[config.mk]
export PLATFORM = sky130hd
export DESIGN_NAME = packet_size_histogram_cdf
export DESIGN_NICKNAME = d
export VERILOG_FILES = /design/src/sv/phc_pkg.sv /design/src/sv/phc_div.sv /design/src/sv/phc_ctrl.sv /design/src/sv/phc_datapath.sv /design/src/sv/packet_size_histogram_cdf.sv
export SDC_FILE = /design/constraint.sdc
export NUM_CORES = 2
export LEC_CHECK = 0
export BUFFER_PORTS_ARGS = -buffer_cell sky130_fd_sc_hd__buf_2
export CORE_MARGIN = 2
export CORE_UTILIZATION = 50
export CTS_BUF_LIST = sky130_fd_sc_hd__clkbuf_8 sky130_fd_sc_hd__clkbuf_16
export CTS_CLUSTER_SIZE = 14
export DETAILED_ROUTE_END_ITERATION = 10
export PLACE_DENSITY = 0.65
export SKIP_CTS_REPAIR_TIMING = 1
export SLEW_MARGIN = 5
export SYNTH_ARGS = -nofsm -noshare
export SYNTH_HDL_FRONTEND = slang
export SYNTH_HIERARCHICAL = 1
export SYNTH_SLANG_ARGS = --single-unit
[constraint.sdc]
create_clock -name aclk -period 22.3 [get_ports aclk]
set_input_delay 3.345 -clock aclk [delete_from_list [all_inputs] [get_ports aclk]]
set_output_delay 3.345 -clock aclk [all_outputs]
set_load 0.01 [all_outputs]
[src/sv/phc_pkg.sv]
`default_nettype none
package phc_pkg;

    localparam int DATA_W     = 16;
    localparam int COUNT_W    = 32;
    localparam int IDX_W      = 6;
    localparam int STORE_D    = 64;
    localparam int CFG_ADDR_W = 2;
    localparam int DIV_CNT_W  = $clog2(DATA_W + 1);

    localparam logic [CFG_ADDR_W-1:0] CFG_MIN_SIZE  = 2'd0;
    localparam logic [CFG_ADDR_W-1:0] CFG_MAX_SIZE  = 2'd1;
    localparam logic [CFG_ADDR_W-1:0] CFG_BIN_WIDTH = 2'd2;

    localparam logic OP_PACKET = 1'b0;
    localparam logic OP_TICK   = 1'b1;

    localparam logic [DATA_W-1:0] MIN_SIZE_RST  = 16'd0;
    localparam logic [DATA_W-1:0] MAX_SIZE_RST  = 16'd1500;
    localparam logic [DATA_W-1:0] BIN_WIDTH_RST = 16'd150;

    typedef enum logic [2:0] {
        ST_IDLE,
        ST_DIV,
        ST_DECIDE,
        ST_PKT_RD,
        ST_PKT_WR,
        ST_TICK_RD,
        ST_TICK_ACC
    } state_t;

    typedef struct packed {
        logic capture;
        logic load_result;
        logic rd_en;
        logic wr_en;
        logic clr;
        logic cnt_clr;
        logic cnt_inc;
        logic sum_clr;
        logic out_load;
    } cmd_t;

    typedef struct packed {
        logic div_done;
        logic op_tick;
        logic pkt_ok;
        logic nb_zero;
        logic cnt_last;
        logic out_free;
    } status_t;

endpackage
`default_nettype wire

[src/sv/phc_div.sv]
`default_nettype none
module phc_div (
    input  wire logic                       aclk,
    input  wire logic                       aresetn,
    input  wire logic                       start,
    input  wire logic [phc_pkg::DATA_W-1:0] dividend,
    input  wire logic [phc_pkg::DATA_W-1:0] divisor,
    output logic      [phc_pkg::DATA_W-1:0] quotient,
    output logic                            done
);

    localparam int W = phc_pkg::DATA_W;

    logic [W-1:0]                   quo_reg;
    logic [W-1:0]                   rem_reg;
    logic [W-1:0]                   dvs_reg;
    logic [phc_pkg::DIV_CNT_W-1:0]  cnt_reg;
    logic                           busy_reg;
    logic                           done_reg;

    logic [W:0]   rem_sh;
    logic [W:0]   trial;
    logic         q_bit;
    logic [W-1:0] rem_next;

    always_comb begin
        rem_sh   = {rem_reg, quo_reg[W-1]};
        trial    = rem_sh - {1'b0, dvs_reg};
        q_bit    = (rem_sh >= {1'b0, dvs_reg});
        rem_next = q_bit ? trial[W-1:0] : rem_sh[W-1:0];
    end

    always_ff @(posedge aclk) begin
        if (!aresetn) begin
            busy_reg <= 1'b0;
            done_reg <= 1'b0;
            cnt_reg  <= '0;
        end else begin
            done_reg <= 1'b0;
            if (start) begin
                busy_reg <= 1'b1;
                cnt_reg  <= phc_pkg::DIV_CNT_W'(W);
            end else if (busy_reg) begin
                cnt_reg <= cnt_reg - 1'b1;
                if (cnt_reg == phc_pkg::DIV_CNT_W'(1)) begin
                    busy_reg <= 1'b0;
                    done_reg <= 1'b1;
                end
            end
        end
    end

    always_ff @(posedge aclk) begin
        if (start) begin
            quo_reg <= dividend;
            rem_reg <= '0;
            dvs_reg <= divisor;
        end else if (busy_reg) begin
            quo_reg <= {quo_reg[W-2:0], q_bit};
            rem_reg <= rem_next;
        end
    end

    assign quotient = quo_reg;
    assign done     = done_reg;

endmodule
`default_nettype wire

[src/sv/phc_ctrl.sv]
`default_nettype none
module phc_ctrl (
    input  wire logic             aclk,
    input  wire logic             aresetn,
    input  wire logic             s_valid,
    output logic                  ready,
    input  wire phc_pkg::status_t status,
    output phc_pkg::cmd_t         cmd
);

    phc_pkg::state_t state_reg;
    phc_pkg::state_t state_next;

    always_ff @(posedge aclk) begin
        if (!aresetn) begin
            state_reg <= phc_pkg::ST_IDLE;
        end else begin
            state_reg <= state_next;
        end
    end

    always_comb begin
        state_next = state_reg;
        cmd        = '0;
        ready      = 1'b0;
        unique case (state_reg)
            phc_pkg::ST_IDLE: begin
                ready = 1'b1;
                if (s_valid) begin
                    cmd.capture = 1'b1;
                    state_next  = phc_pkg::ST_DIV;
                end
            end
            phc_pkg::ST_DIV: begin
                if (status.div_done) begin
                    cmd.load_result = 1'b1;
                    state_next      = phc_pkg::ST_DECIDE;
                end
            end
            phc_pkg::ST_DECIDE: begin
                if (status.op_tick) begin
                    if (status.nb_zero) begin
                        cmd.clr    = 1'b1;
                        state_next = phc_pkg::ST_IDLE;
                    end else begin
                        cmd.cnt_clr = 1'b1;
                        cmd.sum_clr = 1'b1;
                        state_next  = phc_pkg::ST_TICK_RD;
                    end
                end else if (status.pkt_ok) begin
                    state_next = phc_pkg::ST_PKT_RD;
                end else begin
                    state_next = phc_pkg::ST_IDLE;
                end
            end
            phc_pkg::ST_PKT_RD: begin
                cmd.rd_en  = 1'b1;
                state_next = phc_pkg::ST_PKT_WR;
            end
            phc_pkg::ST_PKT_WR: begin
                cmd.wr_en  = 1'b1;
                state_next = phc_pkg::ST_IDLE;
            end
            phc_pkg::ST_TICK_RD: begin
                cmd.rd_en  = 1'b1;
                state_next = phc_pkg::ST_TICK_ACC;
            end
            phc_pkg::ST_TICK_ACC: begin
                if (status.out_free) begin
                    cmd.out_load = 1'b1;
                    cmd.cnt_inc  = 1'b1;
                    if (status.cnt_last) begin
                        cmd.clr    = 1'b1;
                        state_next = phc_pkg::ST_IDLE;
                    end else begin
                        state_next = phc_pkg::ST_TICK_RD;
                    end
                end
            end
            default: begin
                state_next = phc_pkg::ST_IDLE;
            end
        endcase
    end

endmodule
`default_nettype wire

[src/sv/phc_datapath.sv]
`default_nettype none
module phc_datapath #(
    parameter int MAX_BINS = 64
) (
    input  wire logic                           aclk,
    input  wire logic                           aresetn,
    input  wire logic                           cfg_valid,
    input  wire logic [phc_pkg::CFG_ADDR_W-1:0] cfg_addr,
    input  wire logic [phc_pkg::DATA_W-1:0]     cfg_data,
    input  wire logic                           s_op,
    input  wire logic [phc_pkg::DATA_W-1:0]     s_pkt_len,
    input  wire logic                           m_ready,
    output logic                                m_valid,
    output logic      [phc_pkg::IDX_W-1:0]      m_bin_index,
    output logic      [phc_pkg::COUNT_W-1:0]    m_cdf_value,
    output logic                                m_last,
    input  wire phc_pkg::cmd_t                  cmd,
    output phc_pkg::status_t                    status
);

    localparam int DW   = phc_pkg::DATA_W;
    localparam int CW   = phc_pkg::COUNT_W;
    localparam int IW   = phc_pkg::IDX_W;
    localparam int NB_W = $clog2(MAX_BINS + 1);
    localparam logic [DW-1:0] MAX_BINS_W = DW'(MAX_BINS);

    logic [DW-1:0] min_size_reg;
    logic [DW-1:0] max_size_reg;
    logic [DW-1:0] bin_width_reg;

    logic          op_reg;
    logic [DW-1:0] len_reg;
    logic [NB_W-1:0] nb_reg;
    logic [IW-1:0] idx_reg;
    logic [IW-1:0] bin_cnt_reg;
    logic [CW-1:0] sum_reg;

    logic [CW-1:0] bin_mem [phc_pkg::STORE_D];
    logic [phc_pkg::STORE_D-1:0] bin_vld_reg;
    logic [CW-1:0] rd_data_reg;
    logic          rd_vld_reg;

    logic          m_valid_reg;
    logic [IW-1:0] m_bin_index_reg;
    logic [CW-1:0] m_cdf_value_reg;
    logic          m_last_reg;

    logic [DW-1:0] eff_width;
    logic          range_ok;
    logic [DW-1:0] q_nb;
    logic [DW-1:0] q_idx;
    logic          nb_done;
    logic          idx_done;
    logic [DW-1:0] nb_c;
    logic [DW-1:0] idx_c;
    logic [IW-1:0] rd_addr;
    logic [CW-1:0] bin_val;
    logic [CW-1:0] inc_val;
    logic [CW:0]   sum_wide;
    logic [CW-1:0] sum_next;
    logic          out_free;

    always_ff @(posedge aclk) begin
        if (!aresetn) begin
            min_size_reg  <= phc_pkg::MIN_SIZE_RST;
            max_size_reg  <= phc_pkg::MAX_SIZE_RST;
            bin_width_reg <= phc_pkg::BIN_WIDTH_RST;
        end else if (cfg_valid) begin
            unique case (cfg_addr)
                phc_pkg::CFG_MIN_SIZE:  min_size_reg  <= cfg_data;
                phc_pkg::CFG_MAX_SIZE:  max_size_reg  <= cfg_data;
                phc_pkg::CFG_BIN_WIDTH: bin_width_reg <= cfg_data;
                default: ;
            endcase
        end
    end

    assign eff_width = (bin_width_reg == '0) ? DW'(1) : bin_width_reg;
    assign range_ok  = (max_size_reg >= min_size_reg);

    phc_div u_div_nb (
        .aclk     (aclk),
        .aresetn  (aresetn),
        .start    (cmd.capture),
        .dividend (max_size_reg - min_size_reg),
        .divisor  (eff_width),
        .quotient (q_nb),
        .done     (nb_done)
    );

    phc_div u_div_idx (
        .aclk     (aclk),
        .aresetn  (aresetn),
        .start    (cmd.capture),
        .dividend (s_pkt_len - min_size_reg),
        .divisor  (eff_width),
        .quotient (q_idx),
        .done     (idx_done)
    );

    always_comb begin
        if (!range_ok) begin
            nb_c = '0;
        end else if (q_nb > MAX_BINS_W) begin
            nb_c = MAX_BINS_W;
        end else begin
            nb_c = q_nb;
        end
        idx_c = (q_idx >= nb_c) ? nb_c - DW'(1) : q_idx;
    end

    always_ff @(posedge aclk) begin
        if (cmd.capture) begin
            op_reg  <= s_op;
            len_reg <= s_pkt_len;
        end
        if (cmd.load_result) begin
            nb_reg  <= nb_c[NB_W-1:0];
            idx_reg <= idx_c[IW-1:0];
        end
        if (cmd.cnt_clr) begin
            bin_cnt_reg <= '0;
        end else if (cmd.cnt_inc) begin
            bin_cnt_reg <= bin_cnt_reg + 1'b1;
        end
        if (cmd.sum_clr) begin
            sum_reg <= '0;
        end else if (cmd.out_load) begin
            sum_reg <= sum_next;
        end
    end

    assign rd_addr = (op_reg == phc_pkg::OP_TICK) ? bin_cnt_reg : idx_reg;

    always_ff @(posedge aclk) begin
        if (cmd.rd_en) begin
            rd_data_reg <= bin_mem[rd_addr];
            rd_vld_reg  <= bin_vld_reg[rd_addr];
        end
        if (cmd.wr_en) begin
            bin_mem[idx_reg] <= inc_val;
        end
    end

    always_ff @(posedge aclk) begin
        if (!aresetn) begin
            bin_vld_reg <= '0;
        end else if (cmd.clr) begin
            bin_vld_reg <= '0;
        end else if (cmd.wr_en) begin
            bin_vld_reg[idx_reg] <= 1'b1;
        end
    end

    assign bin_val  = rd_vld_reg ? rd_data_reg : '0;
    assign inc_val  = (&bin_val) ? bin_val : bin_val + 1'b1;
    assign sum_wide = {1'b0, sum_reg} + {1'b0, bin_val};
    assign sum_next = sum_wide[CW] ? '1 : sum_wide[CW-1:0];
    assign out_free = !m_valid_reg || m_ready;

    always_ff @(posedge aclk) begin
        if (!aresetn) begin
            m_valid_reg <= 1'b0;
        end else if (cmd.out_load) begin
            m_valid_reg <= 1'b1;
        end else if (m_ready) begin
            m_valid_reg <= 1'b0;
        end
    end

    always_ff @(posedge aclk) begin
        if (cmd.out_load) begin
            m_bin_index_reg <= bin_cnt_reg;
            m_cdf_value_reg <= sum_next;
            m_last_reg      <= status.cnt_last;
        end
    end

    always_comb begin
        status.div_done = nb_done && idx_done;
        status.op_tick  = (op_reg == phc_pkg::OP_TICK);
        status.pkt_ok   = (nb_reg != '0) && (len_reg >= min_size_reg)
                          && (len_reg <= max_size_reg);
        status.nb_zero  = (nb_reg == '0);
        status.cnt_last = ((DW'(bin_cnt_reg) + DW'(1)) == DW'(nb_reg));
        status.out_free = out_free;
    end

    assign m_valid     = m_valid_reg;
    assign m_bin_index = m_bin_index_reg;
    assign m_cdf_value = m_cdf_value_reg;
    assign m_last      = m_last_reg;

endmodule
`default_nettype wire

[src/sv/packet_size_histogram_cdf.sv]
`default_nettype none
// Packet length histogram with cumulative readout. Each input transfer is either a packet
// length event, which adds one to the saturating 32-bit count of the bin that the length
// falls in, or an interval tick, which sends one result per bin carrying the saturating
// running sum of the counts up to that bin, with last on the final bin, and then clears
// the histogram. The block takes one item at a time. Each item first waits on the 16-step
// radix-2 divider that finds the bin count and the bin index; a packet that is counted then
// reads and then writes its bin in the single-port bin memory, and a tick reads the bins in
// force one by one, each read followed by an accumulate step that waits while the receiver
// holds off the previous result, while an ignored packet skips the bin memory. Results
// wait in an output register, so a new item is taken as soon as the last result of a tick
// is registered. The bin counts read as zero from reset on, with no clearing pass.
// Configuration writes are taken in any cycle but should only be issued while idle.
module packet_size_histogram_cdf #(
    parameter int MAX_BINS = 64
) (
    input  wire logic                           aclk,
    input  wire logic                           aresetn,
    input  wire logic                           cfg_valid,
    output logic                                cfg_ready,
    input  wire logic [phc_pkg::CFG_ADDR_W-1:0] cfg_addr,
    input  wire logic [phc_pkg::DATA_W-1:0]     cfg_data,
    input  wire logic                           s_valid,
    output logic                                s_ready,
    input  wire logic                           s_op,
    input  wire logic [phc_pkg::DATA_W-1:0]     s_pkt_len,
    output logic                                m_valid,
    input  wire logic                           m_ready,
    output logic      [phc_pkg::IDX_W-1:0]      m_bin_index,
    output logic      [phc_pkg::COUNT_W-1:0]    m_cdf_value,
    output logic                                m_last
);

    phc_pkg::cmd_t    cmd;
    phc_pkg::status_t status;

    assign cfg_ready = 1'b1;

    phc_ctrl u_ctrl (
        .aclk    (aclk),
        .aresetn (aresetn),
        .s_valid (s_valid),
        .ready   (s_ready),
        .status  (status),
        .cmd     (cmd)
    );

    phc_datapath #(
        .MAX_BINS (MAX_BINS)
    ) u_dp (
        .aclk        (aclk),
        .aresetn     (aresetn),
        .cfg_valid   (cfg_valid),
        .cfg_addr    (cfg_addr),
        .cfg_data    (cfg_data),
        .s_op        (s_op),
        .s_pkt_len   (s_pkt_len),
        .m_ready     (m_ready),
        .m_valid     (m_valid),
        .m_bin_index (m_bin_index),
        .m_cdf_value (m_cdf_value),
        .m_last      (m_last),
        .cmd         (cmd),
        .status      (status)
    );

`ifndef NO_ASSERTIONS
    a_no_overwrite: assert property (@(posedge aclk) disable iff (!aresetn)
        cmd.out_load |-> (!m_valid || m_ready))
        else $error("A pending result was overwritten.");

    a_one_item: assert property (@(posedge aclk) disable iff (!aresetn)
        (s_valid && s_ready) |=> !s_ready)
        else $error("A second item was accepted while one was in progress.");

    a_no_write_on_clear: assert property (@(posedge aclk) disable iff (!aresetn)
        cmd.wr_en |-> (!cmd.clr && !cmd.out_load))
        else $error("A bin update coincided with a tick readout or clear.");
`endif

endmodule
`default_nettype wire
==> summary.md <==
| Metric | Value |
|---|---|
| Asr flop ratio synth | `0%` |
| Fin Setup TNS | `0 ns` |
| Pleak | `about 38 nW` |
| RSZ-0062 raised after global routing | `false` |
| Residual DRC | `0` |
| I/O Buffers | `80` |
| Compound-Gate Fraction of Synth Area | `roughly 5.1%` |
| Final Hold Vio Count | `0` |
| Prevailing post-synth register cell | `edfxtp_1` |
| Vias in the first global route | `between 50000 and 60000` |
| Status | `finished, final reports clean` |
| Worst setup EP type | `flop` |
| Crit-path max cell delay | `between 0.7 and 0.8 ns` |
| Post-synthesis instance area | `approximately 0.10 mm²` |
| Dominant cells by area after synthesis | `edfxtp_1 67%, mux4_2 12%, dfxtp_1 4.0%, nand2_1 2.2%, ha_1 1.9%` |
| Cell Rows | `163` |
| Gr usage total | `around a quarter` |
| Unique masters post-synth | `92` |
| Layout cells sized above 1 | `between 20% and 30%` |
| Most frequent cells after synthesis | `2214 x edfxtp_1, 591 x nand2_1, 528 x mux4_2` |
| Antenna Nets Post-Route | `0` |
| Root Driver | `clkbuf_16` |
| Hold Crit Endpoint | `u_dp/bin_vld_reg[29]` |
| EDFF count, synth | `2214` |
| Die area | `0.203 mm²` |
| Part of the cycle the worst path needs | `26.8%` |
| Max reg flops | `2048` |
| CP Max Fanout | `54` |
| Max Clock Freq | `approximately 170 MHz` |
| H-tree depth | `4` |
| Arrival @ worst endpoint | `roughly 6.5 ns` |
| Max clock buf depth | `3` |
| Largest net degree at the start of global routing | `~130` |
| Global-route wire length before repair | `roughly 360000 µm` |
| Register area share after synthesis | `a little over 70%` |
| CTS tree | `yes` |
| Most common cell in the synthesized netlist | `edfxtp_1` |
| Post-route setup slack | `16.33 ns` |
| Reg-to-reg critical path startpoint | `u_dp/idx_reg[1]` |
| Num Clock Sinks | `about 2400` |
| Initial Util | `50.4%` |
| Routed WL | `about 250000 µm` |
| Synth Instances | `~5800` |
| Max_cap viols | `0` |
| FF-to-FF End | `u_dp/rd_vld_reg` |
| Mux cell area share after synthesis | `a little over an eighth` |
| Endpoints failing setup | `0` |
| Synth Area in Adders | `roughly 2%` |
| Synth warn | `6` |
| Die height | `between 400 and 500 µm` |
| Pwr Total | `slightly above 10 mW` |
| Clock Skews | `0.0282 ns` |
| Area leader, netlist | `edfxtp_1` |
| Clock slew at reported path FFs | `0.06 ns` |
| Top-area cell type share of the netlist area | `about two thirds` |
| Least-Margin Pin Slew | `~1.1 ns` |
| Dpl hpwl | `137000 µm` |
| Crit path kind | `in2reg` |
| Boundary Pins | `82` |
| Pre-CTS WS | `between 15 and 20 ns` |
| Die X | `about 450 µm` |
| Crit-path slowest cell | `nor4b_2` |
| Detailed Routing Iterations Pass 1 | `5` |
| Tmin final | `5.97 ns` |
| Number of buffers created by CTS | `roughly 230` |
| Clock Latency Late Sink | `0.87 ns` |
| Slew Limit Fails | `0` |
| CP Cell Sequence | `buf_2 > nor4b_2 > buf_4 > buf_4 > nor2_1 > inv_1` |
| Largest family of logic cells by synthesized area | `multiplexers` |
| Critical hold path startpoint | `u_dp/bin_vld_reg[29]` |
| #FFs+latches synth | `2414` |
| Syn_area_per_cell | `17.2 µm²` |
| Hold Crit Depth | `1` |
| Worst slew margin | `between 20% and 30%` |
| Setup crit start kind | `primary input` |
| Synth Area in XOR/XNOR | `around 1.1%` |
| Most used cell, CP | `buf_4` |
| Antenna violations before repair | `10` |
| P per Cell Area | `between 90 and 100 mW/mm²` |
| Synth-to-Final Area Change | `12.1%` |
| Max IR drop VDD | `~70 µV` |
| Gpl congestion | `approximately 0.86` |
| CORE AREA | `slightly below 0.2 mm²` |
| Fill cell count | `14900` |
| Simple-gate portion of the synthesized area | `under 10%` |
| R2R depth | `10` |
| Reg2reg setup slack | `roughly 17 ns` |
| Total number of vias | `roughly 54000` |
| WL/cell | `28.0 µm` |
| Vias/cell | `a little over 6` |
| Initial DRC count | `6315` |
| Worst endpoint required time | `around 23 ns` |
| Hold Path Class | `reg2reg` |
| Final net count | `about 6100` |
| GRT overflow | `0` |
[cells by family after synthesis]
| kind of cell | Yosys count |
|---|---|
| multiplexers | 689 |
| flip-flops | 2414 |
| other | 2 |
| AND/OR/NAND/NOR | 1237 |
| AO/OA/AOI/OAI | 722 |
| XOR/XNOR | 124 |
| buffers and inverters | 441 |
| adder cells (fa/ha/maj) | 155 |
[layout by cell type, fill, tap and decap left out, types with 37 or more instances in the layout]
cell type / n
edfxtp_1: 2214
nand2_1: 591
mux4_2: 528
clkbuf_16: 234
dfxtp_1: 200
inv_1: 182
nor2_1: 159
ha_1: 150
buf_4: 141
a21oi_1: 129
mux2i_1: 124
o21ai_0: 115
nand3_1: 104
o21a_1: 82
buf_2: 80
a211oi_1: 77
nor2b_1: 71
nor2_4: 60
xnor2_1: 59
a21boi_0: 47
clkinv_1: 46
and2_1: 43
a21o_1: 37
[stage by stage]
| step | cells | cell area [µm²] | util (%) | hold WS (ns) |
|---|---|---|---|---|
| after CTS | 8773 | 112000 | 56.5 | 0.463 |
| after detailed placement | 8342 | 104000 | 52.7 | 0.448 |
| final | 8775 | 112000 | 56.5 | 0.459 |
| after global routing | 8774 | 112000 | 56.5 | 0.475 |
| after floorplan | 5792 | 99700 | - | 0.406 |
| after global placement | 8342 | 104000 | 52.7 | 0.441 |
[power by group]
group,internal (mW),total (mW),switching (mW)
combinational,0.559,1.35,0.795
sequential,5.04,5.11,0.0719
clock,2.20,3.87,1.67
total,7.80,10.3,2.54
[worst max-delay path by stage]
stage	from	to	slack [ns]	cells past startpoint
6_report	s_valid	u_dp/u_div_nb/quotient[5]	16.33	6
5_1_grt	s_valid	u_dp/u_div_nb/quotient[9]	16.05	6
4_1_cts	s_valid	u_dp/u_div_nb/quotient[9]	16.33	6
3_5_place_dp	s_valid	u_dp/u_div_nb/quotient[2]	15.38	6
3_3_place_gp	s_valid	u_dp/u_div_nb/quotient[1]	15.47	6
2_1_floorplan	s_valid	u_dp/u_div_idx/rem_reg[13]	11.88	5
[area by class of cell]
cell class | count | area (µm²) | share of cell area [%]
antenna | 2 | 5.00 | 0.00448
clock buffer | 242 | 5970 | 5.34
clock inverter | 189 | 1590 | 1.42
inverter | 124 | 465 | 0.417
multi-input combinational | 2937 | 28300 | 25.3
sequential | 2414 | 70500 | 63.1
tap | 2640 | 3300 | 2.96
timing repair buffer | 227 | 1580 | 1.41
[critical path: cells and delay by family]
kind,cells,cell delay [ns]
buffers and inverters,4,1.94
AND/OR/NAND/NOR,2,1.07
[metal layers]
layer	wire, µm	vias to the layer above	GRT usage, %
li1	-	23200	-
met5	0	-	0
met3	21500	321	4.29
met4	6910	0	7.21
met2	115000	2299	37.8
met1	103000	28400	35.3
Power figures use the tool's default switching activity.
